File: src/hdl/bdlq_pkg.sv
// Shared constants, codes and types of the button debounce and event queue block.
package bdlq_pkg;

  localparam int NUM_BUTTONS = 3;
  localparam int RING_DEPTH  = 8;
  localparam int TIME_BITS   = 32;

  localparam int NOW_W     = 32;
  localparam int CFG_W     = 16;
  localparam int CFG_IDX_W = 1;
  localparam int CODE_W    = 3;
  localparam int LEVEL_W   = 3;
  localparam int PTR_W     = $clog2(RING_DEPTH);

  // register indexes
  localparam logic [CFG_IDX_W-1:0] CFG_DEBOUNCE   = CFG_IDX_W'(0);
  localparam logic [CFG_IDX_W-1:0] CFG_LONG_PRESS = CFG_IDX_W'(1);

  localparam logic [CFG_W-1:0] DEBOUNCE_RESET   = CFG_W'(20);
  localparam logic [CFG_W-1:0] LONG_PRESS_RESET = CFG_W'(800);

  // request operations
  localparam logic OP_SAMPLE = 1'b0;
  localparam logic OP_POP    = 1'b1;

  // event codes: short press of button i is SHORT_BASE + i, long press LONG_BASE + i
  localparam logic [CODE_W-1:0] EVT_NONE = CODE_W'(0);
  localparam int EVT_SHORT_BASE = 1;
  localparam int EVT_LONG_BASE  = 4;

  typedef struct packed {
    logic short_hit;
    logic long_hit;
  } btn_hit_t;

endpackage

File: src/hdl/bdlq_if.sv
// Request and response channel interfaces of the button event block.
interface bdlq_req_if import bdlq_pkg::*; ();
  logic              valid;
  logic              ready;
  logic              op;
  logic [2:0]        pressed_bits;
  logic [NOW_W-1:0]  now_ms;

  modport source (output valid, op, pressed_bits, now_ms, input ready);
  modport sink   (input valid, op, pressed_bits, now_ms, output ready);
endinterface

interface bdlq_rsp_if import bdlq_pkg::*; ();
  logic               valid;
  logic               ready;
  logic [CODE_W-1:0]  event_code;
  logic [LEVEL_W-1:0] queue_level;

  modport source (output valid, event_code, queue_level, input ready);
  modport sink   (input valid, event_code, queue_level, output ready);
endinterface

File: src/hdl/bdlq_button.sv
// Debounce and press timing for one button.
module bdlq_button import bdlq_pkg::*; (
  input  logic                 clk_i,
  input  logic                 rst_ni,
  input  logic                 en_i,
  input  logic                 raw_i,
  input  logic [TIME_BITS-1:0] now_i,
  input  logic [CFG_W-1:0]     dbw_i,
  input  logic [CFG_W-1:0]     lpt_i,
  output btn_hit_t             hit_o
);

  logic                 raw_q, raw_d;
  logic                 stable_q, stable_d;
  logic                 long_q, long_d;
  logic [TIME_BITS-1:0] chg_q, chg_d;
  logic [TIME_BITS-1:0] press_q, press_d;
  logic                 settled;
  btn_hit_t             hit;

  always_comb begin
    raw_d    = raw_i;
    chg_d    = (raw_i != raw_q) ? now_i : chg_q;
    settled  = (now_i - chg_d) >= TIME_BITS'(dbw_i);
    stable_d = stable_q;
    press_d  = press_q;
    long_d   = long_q;
    hit      = '0;
    if (settled) begin
      stable_d = raw_i;
      if (!stable_q && raw_i) begin
        press_d = now_i;
        long_d  = 1'b0;
      end
      hit.short_hit = stable_q & ~raw_i & ~long_q;
      // press timer runs from the (possibly just taken) press time
      if (raw_i && !long_d && ((now_i - press_d) >= TIME_BITS'(lpt_i))) begin
        long_d       = 1'b1;
        hit.long_hit = 1'b1;
      end
    end
  end

  assign hit_o.short_hit = en_i & hit.short_hit;
  assign hit_o.long_hit  = en_i & hit.long_hit;

  always_ff @(posedge clk_i or negedge rst_ni) begin
    if (!rst_ni) begin
      raw_q    <= 1'b0;
      stable_q <= 1'b0;
      long_q   <= 1'b0;
      chg_q    <= '0;
      press_q  <= '0;
    end else if (en_i) begin
      raw_q    <= raw_d;
      stable_q <= stable_d;
      long_q   <= long_d;
      chg_q    <= chg_d;
      press_q  <= press_d;
    end
  end

endmodule

File: src/hdl/bdlq_ring.sv
// Event ring: up to one push per button and one pop per request, one slot kept free.
module bdlq_ring import bdlq_pkg::*; (
  input  logic                     clk_i,
  input  logic                     rst_ni,
  input  logic                     pop_en_i,
  input  btn_hit_t [NUM_BUTTONS-1:0] hit_i,
  output logic [CODE_W-1:0]        code_o,
  output logic [PTR_W-1:0]         level_o
);

  logic [CODE_W-1:0] ring_q [RING_DEPTH];
  logic [CODE_W-1:0] ring_d [RING_DEPTH];
  logic [PTR_W-1:0]  wp_q, wp_d;
  logic [PTR_W-1:0]  rp_q, rp_d;
  logic [PTR_W:0]    lvl;
  logic [CODE_W-1:0] code;

  function automatic logic [PTR_W-1:0] ptr_next(input logic [PTR_W-1:0] p);
    return (p == PTR_W'(RING_DEPTH - 1)) ? '0 : p + 1'b1;
  endfunction

  always_comb begin
    ring_d = ring_q;
    wp_d   = wp_q;
    rp_d   = rp_q;
    code   = EVT_NONE;
    lvl    = (PTR_W + 1)'(wp_q) + (PTR_W + 1)'(RING_DEPTH) - (PTR_W + 1)'(rp_q);
    if (lvl >= (PTR_W + 1)'(RING_DEPTH)) begin
      lvl = lvl - (PTR_W + 1)'(RING_DEPTH);
    end
    // buttons in order; a push into a full ring is dropped
    for (int i = 0; i < NUM_BUTTONS; i++) begin
      if ((hit_i[i].short_hit || hit_i[i].long_hit) &&
          (lvl < (PTR_W + 1)'(RING_DEPTH - 1))) begin
        ring_d[wp_d] = hit_i[i].short_hit ? CODE_W'(i + EVT_SHORT_BASE)
                                          : CODE_W'(i + EVT_LONG_BASE);
        wp_d = ptr_next(wp_d);
        lvl  = lvl + 1'b1;
      end
    end
    if (pop_en_i && (lvl != '0)) begin
      code = ring_q[rp_q];
      rp_d = ptr_next(rp_q);
      lvl  = lvl - 1'b1;
    end
  end

  assign code_o  = code;
  assign level_o = lvl[PTR_W-1:0];

  always_ff @(posedge clk_i) begin
    ring_q <= ring_d;
  end

  always_ff @(posedge clk_i or negedge rst_ni) begin
    if (!rst_ni) begin
      wp_q <= '0;
      rp_q <= '0;
    end else begin
      wp_q <= wp_d;
      rp_q <= rp_d;
    end
  end

endmodule

File: src/hdl/button_debounce_long_press_queue_unit.sv
// Three-button debouncer with short/long press events and an event queue. Each request
// is either a sample (op 0: raw pressed bits plus a millisecond timestamp) or a pop
// (op 1: take the oldest event). A request is registered in the request register on
// acceptance, processed from there and its result registered in the response register,
// so one request is accepted every clock cycle while the response side is ready;
// while a response waits the input register holds one further request and then lowers ready.
// The response carries the event code (0 on samples and on an empty pop) and the
// number of events left.
// The queue holds seven events; events raised while it is full are lost. Buttons start
// released and the two timing registers may be rewritten only while the block is idle.
module button_debounce_long_press_queue_unit import bdlq_pkg::*; (
  input  logic                 clk_i,
  input  logic                 rst_ni,
  bdlq_req_if.sink             req_i,
  bdlq_rsp_if.source           rsp_o,
  input  logic                 cfg_we_i,
  input  logic [CFG_IDX_W-1:0] cfg_idx_i,
  input  logic [CFG_W-1:0]     cfg_wdata_i
);

  logic [CFG_W-1:0]     dbw_q, lpt_q;

  logic                 s1_valid_q;
  logic                 s1_op_q;
  logic [2:0]           s1_bits_q;
  logic [TIME_BITS-1:0] s1_now_q;
  logic                 s1_go;
  logic                 in_ready;
  logic                 sample_en;

  logic                 out_valid_q;
  logic [CODE_W-1:0]    out_code_q;
  logic [LEVEL_W-1:0]   out_lvl_q;
  logic [PTR_W-1:0]     level_q;

  btn_hit_t [NUM_BUTTONS-1:0] hits;
  logic [CODE_W-1:0]    ring_code;
  logic [PTR_W-1:0]     ring_level;

  // configuration
  always_ff @(posedge clk_i or negedge rst_ni) begin
    if (!rst_ni) begin
      dbw_q <= DEBOUNCE_RESET;
      lpt_q <= LONG_PRESS_RESET;
    end else if (cfg_we_i) begin
      case (cfg_idx_i)
        CFG_DEBOUNCE:   dbw_q <= cfg_wdata_i;
        CFG_LONG_PRESS: lpt_q <= cfg_wdata_i;
        default: ;
      endcase
    end
  end

  assign s1_go     = s1_valid_q & (~out_valid_q | rsp_o.ready);
  assign in_ready  = ~s1_valid_q | s1_go;
  assign sample_en = s1_go & (s1_op_q == OP_SAMPLE);
  assign req_i.ready = in_ready;

  // request register
  always_ff @(posedge clk_i or negedge rst_ni) begin
    if (!rst_ni) begin
      s1_valid_q <= 1'b0;
    end else if (in_ready) begin
      s1_valid_q <= req_i.valid;
    end
  end

  always_ff @(posedge clk_i) begin
    if (in_ready && req_i.valid) begin
      s1_op_q   <= req_i.op;
      s1_bits_q <= req_i.pressed_bits;
      s1_now_q  <= req_i.now_ms[TIME_BITS-1:0];
    end
  end

  for (genvar g = 0; g < NUM_BUTTONS; g++) begin : g_btn
    logic raw;
    if (g < 3) begin : g_in
      assign raw = s1_bits_q[g];
    end else begin : g_none
      assign raw = 1'b0;
    end
    bdlq_button u_button (
      .clk_i  (clk_i),
      .rst_ni (rst_ni),
      .en_i   (sample_en),
      .raw_i  (raw),
      .now_i  (s1_now_q),
      .dbw_i  (dbw_q),
      .lpt_i  (lpt_q),
      .hit_o  (hits[g])
    );
  end

  bdlq_ring u_ring (
    .clk_i    (clk_i),
    .rst_ni   (rst_ni),
    .pop_en_i (s1_go & (s1_op_q == OP_POP)),
    .hit_i    (hits),
    .code_o   (ring_code),
    .level_o  (ring_level)
  );

  // response register
  always_ff @(posedge clk_i or negedge rst_ni) begin
    if (!rst_ni) begin
      out_valid_q <= 1'b0;
      level_q     <= '0;
    end else begin
      if (s1_go) begin
        out_valid_q <= 1'b1;
        level_q     <= ring_level;
      end else if (rsp_o.ready) begin
        out_valid_q <= 1'b0;
      end
    end
  end

  always_ff @(posedge clk_i) begin
    if (s1_go) begin
      out_code_q <= ring_code;
      out_lvl_q  <= LEVEL_W'(ring_level);
    end
  end

  assign rsp_o.valid       = out_valid_q;
  assign rsp_o.event_code  = out_code_q;
  assign rsp_o.queue_level = out_lvl_q;

`ifndef ASSERT_OFF
  a_sample_no_code: assert property (@(posedge clk_i) disable iff (!rst_ni)
    (s1_go && (s1_op_q == OP_SAMPLE)) |=> (out_code_q == EVT_NONE))
    else $error("sample request returned an event code");

  a_pop_matches_level: assert property (@(posedge clk_i) disable iff (!rst_ni)
    (s1_go && (s1_op_q == OP_POP)) |-> ((ring_code == EVT_NONE) == (level_q == '0)))
    else $error("pop result disagrees with queue level");

  a_sample_no_drain: assert property (@(posedge clk_i) disable iff (!rst_ni)
    (s1_go && (s1_op_q == OP_SAMPLE)) |-> (ring_level >= level_q))
    else $error("queue shrank on a sample request");
`endif

endmodule
File: src/flat_wrapper.sv
// flat-port wrapper written by rule: the top's interface ports become plain ports
module button_debounce_long_press_queue_unit_flat import bdlq_pkg::*;
  (clk_i, rst_ni, cfg_we_i, cfg_idx_i, cfg_wdata_i, req_i_valid, req_i_op, req_i_pressed_bits, req_i_now_ms, req_i_ready, rsp_o_valid, rsp_o_event_code, rsp_o_queue_level, rsp_o_ready);
  bdlq_req_if req_i_i ();
  bdlq_rsp_if rsp_o_i ();
  input  logic clk_i;
  input  logic rst_ni;
  input  logic cfg_we_i;
  input  logic [CFG_IDX_W-1:0] cfg_idx_i;
  input  logic [CFG_W-1:0] cfg_wdata_i;
  input wire logic [$bits(req_i_i.valid)-1:0] req_i_valid;
  input wire logic [$bits(req_i_i.op)-1:0] req_i_op;
  input wire logic [$bits(req_i_i.pressed_bits)-1:0] req_i_pressed_bits;
  input wire logic [$bits(req_i_i.now_ms)-1:0] req_i_now_ms;
  output wire logic [$bits(req_i_i.ready)-1:0] req_i_ready;
  output wire logic [$bits(rsp_o_i.valid)-1:0] rsp_o_valid;
  output wire logic [$bits(rsp_o_i.event_code)-1:0] rsp_o_event_code;
  output wire logic [$bits(rsp_o_i.queue_level)-1:0] rsp_o_queue_level;
  input wire logic [$bits(rsp_o_i.ready)-1:0] rsp_o_ready;
  assign req_i_i.valid = req_i_valid;
  assign req_i_i.op = req_i_op;
  assign req_i_i.pressed_bits = req_i_pressed_bits;
  assign req_i_i.now_ms = req_i_now_ms;
  assign req_i_ready = req_i_i.ready;
  assign rsp_o_valid = rsp_o_i.valid;
  assign rsp_o_event_code = rsp_o_i.event_code;
  assign rsp_o_queue_level = rsp_o_i.queue_level;
  assign rsp_o_i.ready = rsp_o_ready;
  button_debounce_long_press_queue_unit u_core (.clk_i(clk_i), .rst_ni(rst_ni), .req_i(req_i_i), .rsp_o(rsp_o_i), .cfg_we_i(cfg_we_i), .cfg_idx_i(cfg_idx_i), .cfg_wdata_i(cfg_wdata_i));
endmodule
File: config.mk
export PLATFORM = sky130hd
export DESIGN_NAME = button_debounce_long_press_queue_unit_flat
export DESIGN_NICKNAME = d
export VERILOG_FILES = /design/src/hdl/bdlq_pkg.sv /design/src/hdl/bdlq_if.sv /design/src/hdl/bdlq_button.sv /design/src/hdl/bdlq_ring.sv /design/src/hdl/button_debounce_long_press_queue_unit.sv /design/src/flat_wrapper.sv
export SDC_FILE = /design/constraint.sdc
export NUM_CORES = 1
export LEC_CHECK = 0
export ABC_CLOCK_PERIOD_IN_PS = 12200
export BUFFER_PORTS_ARGS = -buffer_cell sky130_fd_sc_hd__buf_2
export CAP_MARGIN = 20
export CORE_AREA = 4 4 235 260
export DETAILED_ROUTE_END_ITERATION = 16
export DIE_AREA = 0 0 239 264
export GPL_TIMING_DRIVEN = 0
export HOLD_SLACK_MARGIN = 0.03
export PLACE_DENSITY_LB_ADDON = 0.15
export SYNTH_ARGS = -nofsm -noshare
export SYNTH_HDL_FRONTEND = slang
export SYNTH_SLANG_ARGS = --single-unit
File: constraint.sdc
create_clock -name clk_i -period 12.2 [get_ports clk_i]
set_clock_uncertainty 0.1 [all_clocks]
set_input_delay 2.44 -clock clk_i [delete_from_list [all_inputs] [get_ports clk_i]]
set_output_delay 2.44 -clock clk_i [all_outputs]
set_load 0.03 [all_outputs]
## Yosys cells after proc, flatten, opt, wreduce, memory -nomap -nowiden

Cells that the tools add are included.

- Bitwise operators: 31
- $add $sub $neg: 17
- Order comparisons: 17
- Reductions and logical operators: 33
- Mux-type cells: 56
- Eq/ne operators: 7

Operators by type and width:

| cell | count |
|---|---|
| $mux W32 | 9 |
| $ge A32 B16 Y1 | 6 |
| $sub A32 B32 Y32 | 6 |
| $bwmux W24 | 3 |
| $mux W24 | 3 |
| $mux W3 | 16 |
| $demux W3 S3 | 3 |
| $ge A4 B4 Y1 const B | 5 |
| $logic_and A1 B1 Y1 | 17 |
| $mux W4 | 4 |
| $not A3 Y4 | 4 |
| $and A1 B1 Y1 | 15 |
| $mux W1 | 14 |
| $add A3 B1 Y3 const B | 4 |
| $add A4 B1 Y4 const B | 3 |
| $eq A3 B3 Y1 const B | 4 |
| $lt A4 B1 Y1 const B | 3 |
| $lt A4 B3 Y1 const B | 3 |
| $not A1 Y1 | 10 |
| $reduce_and A2 Y1 | 5 |
| $bmux W3 S3 | 1 |
| $logic_not A1 Y1 | 6 |
| $mux W2 | 3 |
| $add A3 B4 Y4 const B | 1 |
| 8 further kinds | 13 |

- Input bits: 58
- Output and inout port bits: 8
- Word-level logic and storage cells: 195
- Register bits after elaboration: 307

## Longest topological paths before layout

Gate-level depths: netlist (run 1).

- Depth in word-level cells: 24
- Mapped depth: 42
- Mapped depth without buffers: 38

## Hierarchy

Synthesis (run 1) repeated with hierarchy kept, for this count alone.

- Cells, all modules: 3572
- Area, all modules: 29699.7 µm²

Modules (own cells, without submodules):

| module | times used | area an instance (µm²) | seq. area each (µm²) | cells an instance |
|---|---|---|---|---|
| bdlq_button (u_core.g_btn[0].u_button) | 1 | 8319.2 | 1676.6 | 1091 |
| bdlq_button (u_core.g_btn[2].u_button) | 1 | 8261.7 | 1676.6 | 1051 |
| bdlq_button (u_core.g_btn[1].u_button) | 1 | 8020.2 | 1676.6 | 1046 |
| button_debounce_long_press_queue_unit | 1 | 2618.8 | 2118.3 | 122 |
| bdlq_ring | 1 | 2479.9 | 630.6 | 262 |

## Least setup slack after synthesis (run 1)

OpenSTA, ideal clock, no wires.

- Path type: flip-flop to flip-flop
- Start: register u_core.s1_bits_q[0]
- End: register u_core.u_ring.rp_q[0]
- Stages on the path, launching flop included: 35
- Buffers on the path: 5
- Data required time: 11975 ps
- Period minus slack after synthesis: 8765 ps
- Path slack: 3435 ps
- Data arrival time: 8540 ps
- Setup time: 125 ps
- Cells stage by stage: edfxtp_1 > buf_4 > nand2b_1 > clkbuf_1 > buf_2 > buf_1 > buf_1 > mux2i_1 > ha_1 > a21boi_0 > a31oi_1 > nand3_1 > a31o_2 > a21oi_1 > xnor2_1 > ha_1 > a2111o_1 > nor3_1 > nand4b_1 > or4_4 > nor4b_4 > and4_4 > nor3_2 > xnor2_1 > ha_1 > inv_1 > o311ai_4 > mux2_2 > ha_1 > o221ai_1 > o211ai_2 > xnor2_1 > ha_1 > a31oi_2 > mux2_2

- Longest elaborated chain between the ends: 20
- Elaborated cells between the ends (all ways): 34
- Those cells by class: 4 x add/sub; 4 x order compare; 1 x eq/ne; 10 x mux; 5 x bitwise; 10 x reduce/logical

RTL lines:

| item | RTL line | source |
|---|---|---|
| start, declared | button_debounce_long_press_queue_unit.sv:25 | `logic [2:0] s1_bits_q;` |
| start signal, assigned | button_debounce_long_press_queue_unit.sv:71 | `s1_bits_q <= req_i.pressed_bits;` |
| $logic_and A1 B1 Y1 | bdlq_button.sv:31 | `if (!stable_q && raw_i) begin` |
| $mux W32 / $mux W1 (equally long branches) | bdlq_button.sv:31 |  |
| $mux W32 / $mux W1 (equally long branches) | bdlq_button.sv:29 | `if (settled) begin` |
| $sub A32 B32 Y32 / $logic_not A1 Y1 (equally long branches) | bdlq_button.sv:37 | `if (raw_i && !long_d && ((now_i - press_d) >= TIME_BITS'(lpt_i))) begin` |
| $ge A32 B16 Y1 / $logic_and A1 B1 Y1 (equally long branches) | bdlq_button.sv:37 |  |
| $logic_and A1 B1 Y1 | bdlq_button.sv:37 |  |
| $mux W1 | bdlq_button.sv:37 |  |
| $mux W2 (*) | bdlq_button.sv:29 |  |
| [4 not listed] | n/a |  |
| $lt A4 B3 Y1 | bdlq_ring.sv:34 | `(lvl < (PTR_W + 1)'(RING_DEPTH - 1))) begin` |
| $logic_and A1 B1 Y1 | bdlq_ring.sv:33 | `if ((hit_i[i].short_hit \|\| hit_i[i].long_hit) &&` |
| $mux W4 (*) | bdlq_ring.sv:33 |  |
| $lt A4 B3 Y1 | bdlq_ring.sv:34 |  |
| $logic_and A1 B1 Y1 | bdlq_ring.sv:33 |  |
| $mux W4 (*) | bdlq_ring.sv:33 |  |
| $reduce_bool A4 Y1 (*) | bdlq_ring.sv:41 | `if (pop_en_i && (lvl != '0)) begin` |
| $logic_and A1 B1 Y1 (*) | bdlq_ring.sv:41 |  |
| end signal, assigned | bdlq_ring.sv:61 | `rp_q <= rp_d;` |
| end, declared | bdlq_ring.sv:14 | `logic [PTR_W-1:0] rp_q, rp_d;` |

Mark *: on every way between the ends. The rest lies on a longest branch, timed or not. The select of a mux whose other input is x is not followed.
A chain may end at the register's enable or synchronous reset.

## Worst setup path in the final report (run 1)

- Start: register u_core.s1_bits_q[0]
- End: register u_core.u_ring.rp_q[1]

Same word-level chain as after synthesis.

==> results.ini, run 1 <==
[job]
max_cap_viol_count = 0

[clock_network]
htree_num_levels = 2
tritoncts = done
clock_latency_ps = 580
cts_resized = 0
post_cts_buffers = 0
clock_path_buffers = 3
cts_root_buf = clkbuf_16
cts_hold_buf = 0
cts_buffers = 39
numClockSinks = 307
clk_pin_slew_worst_paths_ps = 60

[global_route]
grt-ovfl-total = 0
grt_max_degree = 84
grt_util_met3_pct = 4.510
grt_pass1_vias = 25480
grtUsageMet1_pct = 40.40
met2_usage_pct = 49.20
grt_pass1_wl_um = 149600
busiest_layer = met2
antenna_found_initial = 4
grt_usage_pct = 30.16

[synthesis]
syn_nets = 3631
ys_async_sr_fraction_pct = 78.50
synth-seq-area-share_pct = 27.95
synth_top_flop_cell = dfrtp_1
syn_inst = 3285
syn_avg_cell_area_um2 = 8.471
synth.distinct_cells = 103
synth-seq-cells = 307
syn_area_um2 = 27830
synth_edf_count = 42
ys_warn_count = 0

[critical_path]
critPathBufInv = 5
cpMostUsedCell = ha_1
path_class = reg2reg
r2r.worst_path.cells = 34
r2r-start = u_core.s1_bits_q[0]
worst_path_max_delay_cell = buf_1
cp-startpoint = u_core.s1_bits_q[0]
crit_family = compound AO/OA/AOI/OAI gates
arrival_ps = 11480
cp_num_cells = 34
end_kind = register
cp_data_required_time_ps = 12550
worstSetupStartpointType = register
cp_slowest_stage_delay_ps = 640
cp_max_fo = 10

[floorplanning]
io_pins = 66
rows = 93
die_x_um = 239
die-height_um = 264
coreArea_um2 = 58300
die_area_um2 = 63100
start_util_pct = 47.73

[drt]
drtIter0Drc = 2072
ant_nets = 0
viasPerCell = 6.233
wl_per_cell_um = 23.29
vias = 26115
dr.pass1.iters = 6
drc = 0
wirelength_um = 97570

[placed_design]
routabilityCongestion = 0.9631
port_buffers = 65
place_hpwl_um = 74250

[timing]
setup_violations = 0
tightestPinTransition_ps = 1265
clock.fmax_mhz = 89.87
post-route-period-util_pct = 91.21
max_slew_margin_pct = 15.33
finalHoldViolations = 0
maxSlewViolCount = 0
rsz0062_at_grt = false
post-route-min-period_ps = 11130
fin_tns_setup_ps = 0

[layout]
multi_input_area_um2 = 19020
final_cell_mix = 364 x nand2_1, 293 x a21oi_1, 288 x o21ai_0
nNetsFinal = 3743
drive_above_1_share_pct = 8.316
fill_cells = 5587
final_common_cell = nand2_1
area_growth_syn_to_layout_pct = 9.680
regArea_um2 = 7779

[power_and_ir_drop]
p_switching_uw = 3242
peakVddDrop_uv = 119.1
power_per_cell_area_nw_per_um2 = 229.8
combPwrFrac_pct = 60.4
leakage_uw = 0.01348
seqPwrFrac_pct = 22.7
finalPower_uw = 7014
p_clk_share_pct = 16.9
p_sw_share_pct = 46.22
p_int_uw = 3772

[hold_path]
hold_path_depth = 2
hp-start = u_core.g_btn[0].u_button.press_q[27]
min_path_type = reg2reg

[outcome]
status = finished, final reports clean

-- metrics by stage --
stage | cell area [um2] | instances | setup WS, ps | util, % | hold WS [ps]
4_1_cts | 30490 | 4184 | 1166 | 52.30 | 381.2
3_5_place_dp | 29190 | 4113 | 1189 | 50.07 | 370.0
3_3_place_gp | 29100 | 4110 | 1308 | 49.92 | 361.8
5_1_grt | 30510 | 4187 | 539.5 | 52.34 | 397.0
6_report | 30520 | 4190 | 1073 | 52.36 | 376.9
2_1_floorplan | 27830 | 3285 | 3435 | - | 349.2
-- tightest hold or removal path, stage by stage, from the launching register on --
cell and delay [ps]:
dfrtp_1 340, nand2_1 40, o21ai_0 60
-- logic make-up after synthesis --
family                     after synthesis  synth area share, %
adders and majority gates              296                13.40
AOI/OAI and AO/OA                     1015                22.92
xor gates and xnor gates               143                4.582
buffers and inverters                  269                3.718
DFF                                    307                27.95
muxes                                  274                10.53
and+or+nand+nor                        981                16.91
-- synth_stat cells, types with 19 or more instances --
cell type  number  share of area (%)
o21bai_1       26               0.70
nor3_1         45               0.81
clkbuf_1      128                1.7
a21oi_1       293                5.3
a211oi_1       26               0.70
edfxtp_1       42                4.5
xnor2_1        66                2.1
o211ai_1       35               0.94
inv_1         117                1.6
xor2_1         74                2.3
and3_1         26               0.58
o21ai_0       288                5.2
nand3_1        53               0.95
mux2_2         77                3.1
nor4_1         24               0.54
mux2i_1       187                6.7
a21o_1         94                2.5
nor2b_1        41               0.92
a31oi_1        31               0.70
dfxtp_1        24                1.7
nor2_1        227                3.1
o21a_1         39                1.1
nand2b_1       38               0.85
nand2_1       364                4.9
ha_1          282                 13
and2_1         19               0.43
nand4_1        51                1.1
dfrtp_1       236                 21
-- registers in the layout, summed over array words and instances, names as in the netlist, 3 cells and up --
| name | count |
|---|---|
| u_core.g_btn.u_button.chg_q | 96 |
| u_core.g_btn.u_button.press_q | 96 |
| u_core.s1_now_q | 32 |
| u_core.u_ring.ring_q | 24 |
| u_core.dbw_q | 16 |
| u_core.lpt_q | 16 |
| u_core.g_btn.u_button.long_q | 3 |
| u_core.g_btn.u_button.raw_q | 3 |
| u_core.g_btn.u_button.stable_q | 3 |
| u_core.rsp_o.event_code | 3 |
| u_core.rsp_o.queue_level | 3 |
| u_core.s1_bits_q | 3 |
| u_core.u_ring.rp_q | 3 |
| u_core.u_ring.wp_q | 3 |
-- power groups by stage --
stage               logic, uW  clock network, uW  registers, uW
finish                   4230               1190           1590
global route             4730               1250           1630
CTS                      4180               1210           1590
detailed placement       4140                  0           1600
global placement         4050                  0           1590
floorplan                3170                  0           1530
-- routing by layer --
metal | share of wire [%] | vias up
met2 | 46 | 828
met4 | 4.7 | 4
met1 | 44 | 12708
li1 | - | 12377
met5 | 0.028 | -
met3 | 5.7 | 198
-- worst paths after layout --
check	to	slack [ps]
hold reg to reg	u_core.g_btn[0].u_button.press_q[27]	380
hold / removal	u_core.g_btn[0].u_button.press_q[27]	380
setup / recovery	u_core.u_ring.rp_q[1]	1070
setup reg to reg	u_core.u_ring.rp_q[1]	1070
min in group asynchronous	u_core.g_btn[0].u_button.chg_q[12]	1740
max in group asynchronous	u_core.g_btn[2].u_button.press_q[22]	9320
-- cell type report --
type / instances / area share [%]
timing repair buffer: 71 / 1.418
clock inverter: 14 / 0.3689
tap: 760 / 3.116
sequential: 307 / 25.49
antenna: 3 / 0.02460
buffer: 151 / 1.939
multi-input combinational: 2709 / 62.30
inverter: 118 / 1.451
clock buffer: 57 / 3.894
No activity file was read; power rests on OpenSTA's default activity.
==> run 2: changes to the inputs <==
--- a/config.mk
+++ b/config.mk
@@ -8,12 +8,13 @@
 export ABC_CLOCK_PERIOD_IN_PS = 12200
 export BUFFER_PORTS_ARGS = -buffer_cell sky130_fd_sc_hd__buf_2
 export CAP_MARGIN = 20
-export CORE_AREA = 4 4 235 260
+export CORE_AREA = 4 4 243 268
 export DETAILED_ROUTE_END_ITERATION = 16
-export DIE_AREA = 0 0 239 264
+export DIE_AREA = 0 0 247 272
 export GPL_TIMING_DRIVEN = 0
 export HOLD_SLACK_MARGIN = 0.03
 export PLACE_DENSITY_LB_ADDON = 0.15
 export SYNTH_ARGS = -nofsm -noshare
 export SYNTH_HDL_FRONTEND = slang
+export SYNTH_HIERARCHICAL = 1
 export SYNTH_SLANG_ARGS = --single-unit
==> results.ini, run 2 <==
[floorplanning]
die_x_um = 247  ; was 239 um
io_pins = 66  ; unchanged
rows = 96  ; was 93
die-height_um = 272  ; was 264 um
start_util_pct = 47.64  ; was 47.73%
coreArea_um2 = 62340  ; was 58300 um2
die_area_um2 = 67180  ; was 63100 um2

[clock_network]
cts_buffers = 38  ; was 39
post_cts_buffers = 0  ; unchanged
clock_path_buffers = 3  ; unchanged
htree_num_levels = 2  ; unchanged
tritoncts = done  ; unchanged
numClockSinks = 307  ; unchanged
clk_pin_slew_worst_paths_ps = 60  ; about the same
clock_latency_ps = 560  ; was 580 ps
cts_root_buf = clkbuf_16  ; unchanged

[power_and_ir_drop]
peakVddDrop_uv = 150.3  ; was 119.1 uV
power_per_cell_area_nw_per_um2 = 229.3  ; was 229.8 nW/um2
leakage_uw = 0.01430  ; was 0.01348 uW

[critical_path]
cp_slowest_stage_delay_ps = 590  ; was 640 ps
worst_path_max_delay_cell = a2111oi_1  ; was buf_1
cp_data_required_time_ps = 12540  ; was 12550 ps
path_class = reg2reg  ; unchanged
worstSetupStartpointType = register  ; unchanged
end_kind = register  ; unchanged
cpMostUsedCell = ha_1  ; unchanged
cp_max_fo = 10  ; unchanged
arrival_ps = 11620  ; was 11480 ps

[layout]
final_cell_mix = 356 x a21oi_1, 300 x nor2_1, 278 x nand2_1  ; was 364 x nand2_1, 293 x a21oi_1, 288 x o21ai_0
final_common_cell = a21oi_1  ; was nand2_1
nNetsFinal = 4008  ; was 3743
area_growth_syn_to_layout_pct = 10.03  ; was 9.680%
largest_registers = u_core/g_btn.u_button/chg_q (96), u_core/g_btn.u_button/press_q (96), u_core/s1_now_q (32)  ; was u_core.g_btn.u_button.chg_q (96), u_core.g_btn.u_button.press_q (96), u_core.s1_now_q (32)
drive_above_1_share_pct = 9.387  ; was 8.316%
fin_util_pct = 52.42  ; was 52.36%

[synthesis]
synth_area_leaders = dfrtp_1 20%, ha_1 11%, a21oi_1 6.0%  ; was dfrtp_1 21%, ha_1 13%, mux2i_1 6.7%
ys_async_sr_fraction_pct = 78.50  ; unchanged
syn_inst = 3572  ; was 3285
synth_commonest_cells = 356 x a21oi_1, 300 x nor2_1, 278 x nand2_1  ; was 364 x nand2_1, 293 x a21oi_1, 288 x o21ai_0
synth.distinct_cells = 121  ; was 103
synth-seq-area-share_pct = 26.19  ; was 27.95%
synth-seq-cells = 307  ; unchanged
ys_warn_count = 6  ; was 0
syn_area_um2 = 29700  ; was 27830 um2
synth_top_area_share_pct = 19.88  ; was 21.22%
syn_nets = 3891  ; was 3631
synth_edf_count = 42  ; unchanged
yosysMostFrequentCell = a21oi_1  ; was nand2_1
synth_top_flop_cell = dfrtp_1  ; unchanged
yosysTopAreaCell = dfrtp_1  ; unchanged
syn_avg_cell_area_um2 = 8.315  ; was 8.471 um2

[drt]
vias = 27890  ; was 26115
viasPerCell = 6.127  ; was 6.233
wl_per_cell_um = 21.95  ; was 23.29 um
wirelength_um = 99910  ; was 97570 um
drtIter0Drc = 2251  ; was 2072
ant_nets = 0  ; unchanged
drc = 0  ; unchanged
dr.pass1.iters = 6  ; unchanged

[timing]
rsz0062_at_grt = false  ; unchanged
fin_tns_setup_ps = 0  ; unchanged
maxSlewViolCount = 0  ; unchanged
post-route-period-util_pct = 92.47  ; was 91.21%
finalHoldViolations = 0  ; unchanged
setup_violations = 0  ; unchanged
clock.fmax_mhz = 88.64  ; was 89.87 MHz
max_slew_margin_pct = 16.25  ; was 15.33%
post-route-min-period_ps = 11280  ; was 11130 ps
tightestPinTransition_ps = 1256  ; was 1265 ps

[placed_design]
place_hpwl_um = 76620  ; was 74250 um
routabilityCongestion = 0.9484  ; was 0.9631
port_buffers = 65  ; unchanged

[global_route]
grt_pass1_vias = 26475  ; was 25480
grt_pass1_wl_um = 154000  ; was 149600 um
antenna_found_initial = 1  ; was 4
grt_max_degree = 99  ; was 84
grt_usage_pct = 29.05  ; was 30.16%
grt-ovfl-total = 0  ; unchanged

[job]
max_cap_viol_count = 0  ; unchanged

[hold_path]
min_path_type = reg2reg  ; unchanged

[outcome]
status = finished, final reports clean  ; unchanged

[run 2: cell types whose count changed after synthesis, sizes merged, moves of 19 or more]
cell,previous run,this run
maj3,8,32
inv,118,235
ha,282,257
nor3,47,66
nor2,227,301
nand2b,38,60
o21ai,291,237
a21o,94,67
a21oi,293,358
nand4,51,71
nand2,364,280
[run 2: kinds of logic after synthesis]
group           after synthesis  synth area share (%)
compound gates             1098                 24.03
simple gates               1059                 17.66
buf+inv                     400                 5.413
flops                       307                 26.19
fa+ha+maj                   293                 12.19
mux                         269                 9.955
xor+xnor                    146                 4.558
[run 2: layout make-up]
cell class                      count  area (um2)
Fill cell                        6069       29660
Multi-Input combinational cell   2865       20330
Sequential cell                   307        7779
Clock buffer                       51        1081
Tap cell                          833        1042
Inverter                          235       882.1
Buffer                            165       729.5
Timing Repair Buffer               77       584.3
Clock inverter                     18       245.2
Antenna cell                        1       2.502
[run 2: what timing repair did]
action,CTS,global route
gates resized for setup,0,7
hold buffers,0,0
endpoints found under the setup margin,0,8
[run 2: per-layer routing]
metal  global-route usage [%]  vias to the layer above  share of wire (%)  wire length [um]
li1                         -                    13432                  -                 -
met4                    11.23                        0                4.4              4391
met1                    40.05                    13455                 45             44960
met2                    46.72                      841                 45             44910
met3                    3.318                      162                5.7              5648
met5                        0                        -                  0                 0
[run 2: final timing paths]
path	startpoint	endpoint	slack (ps)	cells after the start
hold reg to reg	u_core/g_btn[2].u_button/press_q[24]	u_core/g_btn[2].u_button/press_q[24]	380	2
hold / removal	u_core/g_btn[2].u_button/press_q[24]	u_core/g_btn[2].u_button/press_q[24]	380	2
max in group asynchronous	rst_ni	u_core/u_ring/wp_q[1]	8940	3
min in group asynchronous	rst_ni	u_core/g_btn[1].u_button/chg_q[27]	1720	1
setup / recovery	u_core/s1_bits_q[0]	u_core/u_ring/rp_q[2]	920	41
setup reg to reg	u_core/s1_bits_q[0]	u_core/u_ring/rp_q[2]	920	41
[run 2: power by group]
group	total (uW)	internal [uW]	switching, uW
Combinational	4620	1860	2760
Sequential	1650	1360	289
Clock	1220	734	488
[run 2: metrics by stage]
step / std cells / cell area (um2) / hold slack, ps / total power, uW / setup slack, ps
final: 4552 / 32680 / 377.7 / 7493 / 918.8
after global routing: 4551 / 32680 / 408.9 / 8137 / 48.27
after CTS: 4550 / 32660 / 383.5 / 7456 / 726.4
after detailed placement: 4481 / 31330 / 370.5 / 6188 / 783.3
after global placement: 4470 / 31070 / 361.2 / 6134 / 796.3
after floorplan: 3572 / 29700 / 349.2 / 5090 / 3185
[run 2: critical path: cells and delay by family (launching register included)]
family | cells | cell delay (ps)
mux | 2 | 520
simple gates | 12 | 2590
compound gates | 14 | 3930
xor+xnor | 2 | 370
buf+inv | 7 | 2060
fa+ha+maj | 4 | 1250
flops | 1 | 320
